===== src/gmra_pkg.sv =====
// shared constants, types and command/status structs of the row assigner
package gmra_pkg;

    // default for the number of rows that storage is built for
    localparam int ROWS_MAX_DEF = 8;

    // field widths
    localparam int ITEM_W   = 12;
    localparam int ROW_W    = 16;
    localparam int CHOICE_W = 3;
    localparam int CNT_W    = 4;
    localparam int GAP_W    = 8;
    localparam int CFG_IDX_W  = 2;
    localparam int CFG_DATA_W = 8;

    // register indexes
    localparam logic [CFG_IDX_W-1:0] CFG_ROW_COUNT = 2'd0;
    localparam logic [CFG_IDX_W-1:0] CFG_GAP       = 2'd1;

    // register reset values
    localparam logic [CNT_W-1:0] ROW_COUNT_RST = 4'd1;
    localparam logic [GAP_W-1:0] GAP_RST       = 8'd0;

    // saturation limit of a row width
    localparam logic [ROW_W-1:0] ROW_SAT = 16'hFFFF;

    // commands from controller to datapath
    typedef struct packed {
        logic load;    // transaction accepted, latch item and read row 0
        logic issue;   // read the next row
        logic cmp;     // fold the row read last cycle into min and max
        logic update;  // write the chosen row and load the result register
    } gmra_cmd_t;

    // status from datapath to controller
    typedef struct packed {
        logic final_read;  // the row read now is the last row in use
        logic out_space;   // result register can take a new result
    } gmra_sts_t;

endpackage


===== src/gmra_ram.sv =====
// generic single write port, single read port ram with registered read
module gmra_ram #(
    parameter int WIDTH = 16,
    parameter int DEPTH = 8,
    localparam int AW = (DEPTH > 1) ? $clog2(DEPTH) : 1
) (
    input  logic             clk,
    input  logic             we,
    input  logic [AW-1:0]    waddr,
    input  logic [WIDTH-1:0] wdata,
    input  logic [AW-1:0]    raddr,
    output logic [WIDTH-1:0] rdata
);

    logic [WIDTH-1:0] mem_reg [DEPTH];
    logic [WIDTH-1:0] rdata_reg;

    // write port and registered read port
    always_ff @(posedge clk)
    begin
        if (we)
        begin
            mem_reg[waddr] <= wdata;
        end
        rdata_reg <= mem_reg[raddr];
    end

    assign rdata = rdata_reg;

endmodule


===== src/gmra_ctrl.sv =====
// controller state machine: accept, row scan, drain, update
module gmra_ctrl import gmra_pkg::*; (
    input  logic      clk,
    input  logic      rst_n,
    input  logic      in_valid,
    output logic      in_stall,
    input  gmra_sts_t sts,
    output gmra_cmd_t cmd
);

    typedef enum logic [3:0] {
        ST_IDLE   = 4'b0001,
        ST_SCAN   = 4'b0010,
        ST_DRAIN  = 4'b0100,
        ST_UPDATE = 4'b1000
    } state_t;

    state_t state_reg;
    state_t state_next;

    // state register
    always_ff @(posedge clk or negedge rst_n)
    begin
        if (!rst_n)
        begin
            state_reg <= ST_IDLE;
        end
        else
        begin
            state_reg <= state_next;
        end
    end

    assign in_stall = (state_reg != ST_IDLE);

    // next state and commands
    always_comb
    begin
        state_next = state_reg;
        cmd        = '0;
        case (state_reg)
            ST_IDLE:
            begin
                if (in_valid)
                begin
                    cmd.load   = 1'b1;
                    state_next = sts.final_read ? ST_DRAIN : ST_SCAN;
                end
            end
            ST_SCAN:
            begin
                cmd.issue = 1'b1;
                cmd.cmp   = 1'b1;
                if (sts.final_read)
                begin
                    state_next = ST_DRAIN;
                end
            end
            ST_DRAIN:
            begin
                cmd.cmp    = 1'b1;
                state_next = ST_UPDATE;
            end
            ST_UPDATE:
            begin
                if (sts.out_space)
                begin
                    cmd.update = 1'b1;
                    state_next = ST_IDLE;
                end
            end
            default:
            begin
                state_next = ST_IDLE;
            end
        endcase
    end

endmodule


===== src/gmra_dpath.sv =====
// datapath: configuration, row width store, min/max scan, result register
module gmra_dpath import gmra_pkg::*; #(
    parameter int ROWS_MAX = ROWS_MAX_DEF,
    localparam int IDX_W = (ROWS_MAX > 1) ? $clog2(ROWS_MAX) : 1
) (
    input  logic                  clk,
    input  logic                  rst_n,
    input  logic                  cfg_we,
    input  logic [CFG_IDX_W-1:0]  cfg_index,
    input  logic [CFG_DATA_W-1:0] cfg_data,
    input  logic [ITEM_W-1:0]     item_width,
    input  logic                  is_last,
    output logic                  out_valid,
    input  logic                  out_stall,
    output logic [CHOICE_W-1:0]   row_choice,
    output logic [ROW_W-1:0]      widest_row,
    output logic                  done_res,
    input  gmra_cmd_t             cmd,
    output gmra_sts_t             sts
);

    // configuration
    logic [CNT_W-1:0] row_count_reg;
    logic [GAP_W-1:0] gap_reg;
    logic             cfg_hit;

    // item and scan state
    logic [ITEM_W-1:0] width_reg;
    logic              last_reg;
    logic [IDX_W-1:0]  idx_reg;
    logic [IDX_W-1:0]  rd_addr;
    logic [IDX_W-1:0]  rd_idx_reg;
    logic              rd_vld_reg;
    logic [IDX_W-1:0]  n_m1;
    logic [7:0]        rc_ext;
    logic [7:0]        n_m1_ext;
    logic [ROW_W-1:0]  rd_data;
    logic [ROW_W-1:0]  row_val;
    logic              have_min_reg;
    logic [ROW_W-1:0]  min_reg;
    logic [ROW_W-1:0]  max_reg;
    logic [IDX_W-1:0]  pick_reg;

    // row valid bits: a row that is not valid reads as the gap value
    logic [ROWS_MAX-1:0] valid_reg;
    logic [ROWS_MAX-1:0] valid_next;

    // placement
    logic [ROW_W+1:0] sum_full;
    logic [ROW_W-1:0] sum_sat;
    logic [ROW_W-1:0] widest_new;

    // result register
    logic                out_valid_reg;
    logic [CHOICE_W-1:0] row_choice_reg;
    logic [ROW_W-1:0]    widest_reg;
    logic                done_reg;

    assign cfg_hit = cfg_we && ((cfg_index == CFG_ROW_COUNT) || (cfg_index == CFG_GAP));

    // configuration registers
    always_ff @(posedge clk or negedge rst_n)
    begin
        if (!rst_n)
        begin
            row_count_reg <= ROW_COUNT_RST;
            gap_reg       <= GAP_RST;
        end
        else if (cfg_we)
        begin
            if (cfg_index == CFG_ROW_COUNT)
            begin
                row_count_reg <= cfg_data[CNT_W-1:0];
            end
            else if (cfg_index == CFG_GAP)
            begin
                gap_reg <= cfg_data[GAP_W-1:0];
            end
        end
    end

    // last row in use, zero means one row, clamped to the storage depth
    always_comb
    begin
        rc_ext = {{(8-CNT_W){1'b0}}, row_count_reg};
        if (rc_ext == 8'd0)
        begin
            n_m1_ext = 8'd0;
        end
        else if (rc_ext > 8'(ROWS_MAX))
        begin
            n_m1_ext = 8'(ROWS_MAX - 1);
        end
        else
        begin
            n_m1_ext = rc_ext - 8'd1;
        end
    end
    assign n_m1 = n_m1_ext[IDX_W-1:0];

    // read address: row 0 on accept, then one row on
    assign rd_addr = cmd.load ? '0 : idx_reg + IDX_W'(1);
    assign sts.final_read = (rd_addr == n_m1);

    // row width store
    gmra_ram #(
        .WIDTH (ROW_W),
        .DEPTH (ROWS_MAX)
    ) u_rows (
        .clk   (clk),
        .we    (cmd.update),
        .waddr (pick_reg),
        .wdata (sum_sat),
        .raddr (rd_addr),
        .rdata (rd_data)
    );

    assign row_val = rd_vld_reg ? rd_data : {{(ROW_W-GAP_W){1'b0}}, gap_reg};

    // item latch, read tracking, running min and max
    always_ff @(posedge clk or negedge rst_n)
    begin
        if (!rst_n)
        begin
            have_min_reg <= 1'b0;
            idx_reg      <= '0;
        end
        else
        begin
            if (cmd.load || cmd.issue)
            begin
                idx_reg <= rd_addr;
            end
            if (cmd.load)
            begin
                have_min_reg <= 1'b0;
            end
            else if (cmd.cmp)
            begin
                have_min_reg <= 1'b1;
            end
        end
    end

    always_ff @(posedge clk)
    begin
        if (cmd.load)
        begin
            width_reg <= item_width;
            last_reg  <= is_last;
        end
        if (cmd.load || cmd.issue)
        begin
            rd_idx_reg <= rd_addr;
            rd_vld_reg <= valid_reg[rd_addr];
        end
        if (cmd.cmp)
        begin
            if (!have_min_reg || (row_val < min_reg))
            begin
                min_reg  <= row_val;
                pick_reg <= rd_idx_reg;
            end
            if (!have_min_reg || (row_val > max_reg))
            begin
                max_reg <= row_val;
            end
        end
    end

    // saturating placement sum and new widest row
    assign sum_full = {2'b00, min_reg}
                    + {{(ROW_W+2-ITEM_W){1'b0}}, width_reg}
                    + {{(ROW_W+2-GAP_W){1'b0}}, gap_reg};
    assign sum_sat    = (sum_full > {2'b00, ROW_SAT}) ? ROW_SAT : sum_full[ROW_W-1:0];
    assign widest_new = (sum_sat > max_reg) ? sum_sat : max_reg;

    // valid bits: set on write, all cleared on last item or register write
    always_comb
    begin
        valid_next = valid_reg;
        if (cmd.update)
        begin
            valid_next[pick_reg] = 1'b1;
            if (last_reg)
            begin
                valid_next = '0;
            end
        end
        if (cfg_hit)
        begin
            valid_next = '0;
        end
    end

    always_ff @(posedge clk or negedge rst_n)
    begin
        if (!rst_n)
        begin
            valid_reg <= '0;
        end
        else
        begin
            valid_reg <= valid_next;
        end
    end

    // result register, free when empty or taken this cycle
    assign sts.out_space = !out_valid_reg || !out_stall;

    always_ff @(posedge clk or negedge rst_n)
    begin
        if (!rst_n)
        begin
            out_valid_reg <= 1'b0;
        end
        else if (cmd.update)
        begin
            out_valid_reg <= 1'b1;
        end
        else if (!out_stall)
        begin
            out_valid_reg <= 1'b0;
        end
    end

    always_ff @(posedge clk)
    begin
        if (cmd.update)
        begin
            row_choice_reg <= CHOICE_W'(pick_reg);
            widest_reg     <= widest_new;
            done_reg       <= last_reg;
        end
    end

    assign out_valid  = out_valid_reg;
    assign row_choice = row_choice_reg;
    assign widest_row = widest_reg;
    assign done_res   = done_reg;

endmodule


===== src/greedy_min_width_row_assigner_core.sv =====
// top level of the greedy least-loaded row assigner
//
//  channel | direction | handshake         | payload
//  --------+-----------+-------------------+----------------------------------
//  in      | input     | in_valid/in_stall | item_width, is_last
//  out     | output    | out_valid/out_stall | row_choice, widest_row, done_res
//  cfg     | input     | cfg_we            | cfg_index, cfg_data
//
// a transaction steps through acceptance, row scan, drain and update:
// the cycle of acceptance reads row 0, the scan state reads each further row in use, the
// drain state folds the final read and the update state writes the chosen row and loads the
// result register, after which the block returns to idle and can take the next transaction.
// after reset every row reads as the gap value at once; no clearing pass.
// the result register lets the next transaction be accepted while a result waits;
// a stall on the output holds the block in its update step once that register is full.
module greedy_min_width_row_assigner_core import gmra_pkg::*; #(
    parameter int ROWS_MAX = ROWS_MAX_DEF
) (
    input  logic                  clk,
    input  logic                  rst_n,
    input  logic                  cfg_we,
    input  logic [CFG_IDX_W-1:0]  cfg_index,
    input  logic [CFG_DATA_W-1:0] cfg_data,
    input  logic                  in_valid,
    output logic                  in_stall,
    input  logic [ITEM_W-1:0]     item_width,
    input  logic                  is_last,
    output logic                  out_valid,
    input  logic                  out_stall,
    output logic [CHOICE_W-1:0]   row_choice,
    output logic [ROW_W-1:0]      widest_row,
    output logic                  done_res
);

    gmra_cmd_t cmd;
    gmra_sts_t sts;

    // controller
    gmra_ctrl u_ctrl (
        .clk      (clk),
        .rst_n    (rst_n),
        .in_valid (in_valid),
        .in_stall (in_stall),
        .sts      (sts),
        .cmd      (cmd)
    );

    // datapath
    gmra_dpath #(
        .ROWS_MAX (ROWS_MAX)
    ) u_dpath (
        .clk        (clk),
        .rst_n      (rst_n),
        .cfg_we     (cfg_we),
        .cfg_index  (cfg_index),
        .cfg_data   (cfg_data),
        .item_width (item_width),
        .is_last    (is_last),
        .out_valid  (out_valid),
        .out_stall  (out_stall),
        .row_choice (row_choice),
        .widest_row (widest_row),
        .done_res   (done_res),
        .cmd        (cmd),
        .sts        (sts)
    );

endmodule


===== config.mk =====
export PLATFORM = sky130hd
export DESIGN_NAME = greedy_min_width_row_assigner_core
export DESIGN_NICKNAME = d
export VERILOG_FILES = /design/src/gmra_pkg.sv /design/src/gmra_ram.sv /design/src/gmra_ctrl.sv /design/src/gmra_dpath.sv /design/src/greedy_min_width_row_assigner_core.sv
export SDC_FILE = /design/constraint.sdc
export NUM_CORES = 1
export LEC_CHECK = 0
export BUFFER_PORTS_ARGS = -buffer_cell sky130_fd_sc_hd__buf_2
export CAP_MARGIN = 0
export CORE_ASPECT_RATIO = 1.2
export CORE_MARGIN = 2
export CORE_UTILIZATION = 33
export DETAILED_ROUTE_END_ITERATION = 10
export HOLD_SLACK_MARGIN = 0.12
export PLACE_DENSITY = 0.55
export SYNTH_ARGS = -nofsm -noshare
export SYNTH_HDL_FRONTEND = slang
export SYNTH_SLANG_ARGS = --single-unit

===== constraint.sdc =====
create_clock -name clk -period 5 [get_ports clk]
set_input_delay 0.25 -clock clk [delete_from_list [all_inputs] [get_ports clk]]
set_output_delay 0.25 -clock clk [all_outputs]
set_load 0.1 [all_outputs]

==> results by group <==
Synthesis
  – Adder-cell share of the synthesized area: roughly 8%
  – Largest family of logic cells by synthesized area: simple AND/OR/NAND/NOR gates
  – Mapped Cells: 963
  – Number of synthesized flops with an enable pin: 200
  – Ys async rst share: 11.8%
  – Simple-Gate Fraction of Synth Area: 12.0%
  – Distinct cell type count after synthesis: 63
  – Compound-Gate Fraction of Synth Area: 10.3%
  – Dominant synthesized flop cell: edfxtp_1
  – Yosys Warn Count: 0
  – Mux share of post-synthesis cell area: 4.18%
  – Yosys reg bits: 245
  – Syn Area/Cell: 12.0 um2
  – Syn Nets: 1063
  – Sequential fraction of the synthesis area: 60.9%
  – Xor/xnor share of the synthesized area: 1.80%
  – Synthesized area: 0.0116 mm2

Timing
  – Slew Limit Fails: 0
  – Endpoints failing hold: 0
  – Setup ws final: -0.301 ns
  – Fmax: 189 MHz
  – Max-slew headroom: about two fifths
  – Final Skew: 0.0177 ns
  – Final setup viols: 16
  – Worst-margin pin slew: a little over 0.9 ns
  – RSZ-0062 raised after global routing: true
  – Setup tns final: -4.22 ns
  – Final period util: 106%
  – Post-layout min period: roughly 5.3 ns
  – WHS: 0.326 ns

Clocking
  – Htree depth: 1
  – Clock Sinks: 245
  – CTS Buffer Depth: 3
  – CTS tree: built
  – Worst-path clk slew: 0.06 ns
  – Root Buffer: clkbuf_16
  – Clock Latency Late Sink: 0.52 ns
  – TritonCTS buffer count: 25

Placement
  – Routability Congestion: 0.814
  – DP HPWL: 19600 um
  – Placed insts: 1527
  – IO Port Bufs: 49
  – Pre-CTS setup slack: -0.691 ns
  – Area after DPL: 0.0130 mm2

Outcome
  – Status: complete, but fails checks
  – Failing checks: negative setup slack

Global routing
  – Grt ovf: 0
  – First-pass GRT wire length: 43800 um
  – Initial antenna violation count: 0
  – Vias in the first global route: slightly below 8000
  – Total global-route track usage: 15.2%
  – Largest net degree at the start of global routing: 39

Drt
  – Post-route ant nets: 0
  – Residual DRC: 0
  – Via-to-Cell Ratio: 4.93
  – WL/cell: around 17 um
  – Routed wire length: 28200 um
  – DR iter-0 viols: 348
  – Pre-Repair DR Iteration Count: 5
  – Total vias in the final route: 7955

Power
  – Peak VDD IR: approximately 0.32 mV
  – Total Power: roughly 9.9 mW
  – Leak: 5.62 nW
  – Power per Cell Area: 690 mW/mm2

Setup path
  – CP peak stage delay: 0.48 ns
  – Cell chain of the critical path: ha_2 -> inv_2 -> fa_2 -> buf_6 -> fa_2 -> and2b_1 -> o21ai_2 -> a21boi_2 -> o21ai_2 -> a311oi_2 -> nand3_2 -> o41a_1 -> buf_6 -> o21ai_4 -> ha_4 -> a21oi_2 -> nor2b_1 -> o21ai_1 -> o211ai_1 -> a221oi_2 -> o21ai_2 -> o41ai_4 -> clkbuf_16 -> mux2_4
  – Crit path DAT: around 5.6 ns
  – CP max-delay cell: o41a_1
  – Top delay family on crit path: compound AO/OA/AOI/OAI gates
  – CP Buf/Inv Count: 4
  – Cell mode on critical path: o21ai_2
  – Startpoint types: flip-flop
  – Critical Path End Type: flip-flop
  – CP max FO: 8
  – CP Data Required Time: 5.27 ns
  – Critical path class: reg -> reg

Die
  – Row count: 75
  – Initial Util: 33.3%
  – Die Y-Extent: between 200 and 250 um
  – Placeable Area: 0.0348 mm2
  – I/O pin count: 50
  – Die ar.: 0.0366 mm2
  – Die Wd: 175 um

Cells and area
  – Nets: 1233
  – Layout Cells excl Fill: 1614
  – Share of layout cells above drive strength 1: 23.5%
  – Post-route design area: 0.0144 mm2
  – Most common cell after layout, fill and taps aside: edfxtp_1
  – Util after Layout: around 41%
  – Syn-to-layout area delta: 24.4%
  – Largest register FFs: 128
  – N_diodes: 0
  – Most frequent cells in the layout: edfxtp_1 (200), nand2_1 (108), buf_4 (92)

Run
  – Max-cap violations: 0

Hold path
  – HP Class: in -> async
==> layout make-up <==
type	instances	area, um2
clock buffers	35	694
clock inverters	11	93.8
fillers	3255	20400
inverters	52	195
multi-input cells	633	4470
flip-flops and latches	245	7050
well taps	462	578
repair buffers	176	1320
==> logic make-up (layout without fill, tap and decap cells) <==
logic type / after synthesis / after routing
and+or+nand+nor: 292 / 292
muxes: 45 / 45
buffers and inverters: 85 / 274
adders and majority gates: 73 / 73
xor gates and xnor gates: 23 / 23
DFF: 245 / 245
AOI/OAI and AO/OA: 200 / 200
==> final timing paths <==
| check | endpoint | cells past startpoint | from | slack, ns |
|---|---|---|---|---|
| worst max-delay path | u_dpath.widest_row[10] | 24 | u_dpath.min_reg[0] | -0.30 |
| worst min-delay path | u_dpath.valid_reg[6] | 2 | rst_n | 0.33 |
| worst max register to register | u_dpath.widest_row[10] | 24 | u_dpath.min_reg[0] | -0.30 |
| worst min register to register | u_dpath.pick_reg[1] | 0 | u_dpath.rd_idx_reg[1] | 0.42 |
| max in group asynchronous | u_dpath.gap_reg[4] | 2 | rst_n | 4.19 |
| min in group clk | u_dpath.have_min_reg | 5 | in_valid | 0.33 |
==> repair_timing <==
item | 4_1_cts | 5_1_grt
cloned | 1 | 0
resized for setup | 31 | 17
setup buffers | 13 | 1
hold endpoints to repair | 53 | 0
setup endpoints to repair | 16 | 16
hold buffers | 28 | 0
pin swaps | 18 | 14
==> cells in the mapped netlist, types with 3 or more instances <==
master	count	share of area, %
xor2_1	6	0.45
nand2_1	111	3.6
nand2b_1	9	0.49
a22oi_1	5	0.32
nor3_1	15	0.65
a221oi_1	3	0.23
nor2b_1	15	0.81
mux2_2	27	2.6
a31oi_1	3	0.16
ha_1	70	7.6
dfrtp_1	27	5.8
a21boi_0	5	0.32
nand3b_1	3	0.19
clkbuf_1	26	0.84
nand4_1	10	0.54
mux2i_1	18	1.6
and4_1	3	0.23
o21a_1	11	0.71
o21ai_0	97	4.2
nor2_1	35	1.1
xnor2_1	16	1.2
and2_1	11	0.59
inv_1	50	1.6
a21o_1	12	0.78
edfxtp_1	200	52
nand3_1	61	2.6
a21oi_1	39	1.7
buf_1	4	0.13
nor4_1	8	0.43
o21ai_1	5	0.22
dfxtp_1	16	2.8
==> power breakdown <==
part | internal [mW] | leakage, nW | switching (mW)
logic | 2.18 | 2.92 | 2.78
clock network | 1.03 | 0.386 | 0.760
registers | 3.03 | 2.32 | 0.164
==> metal layers <==
metal	vias up	wire (um)	global-route usage [%]
li1	3884	-	-
met1	3887	12200	19.3
met2	152	14400	27.7
met3	32	1070	1.90
met4	0	432	3.19
met5	-	0	0
Power figures use the tool's default switching activity.
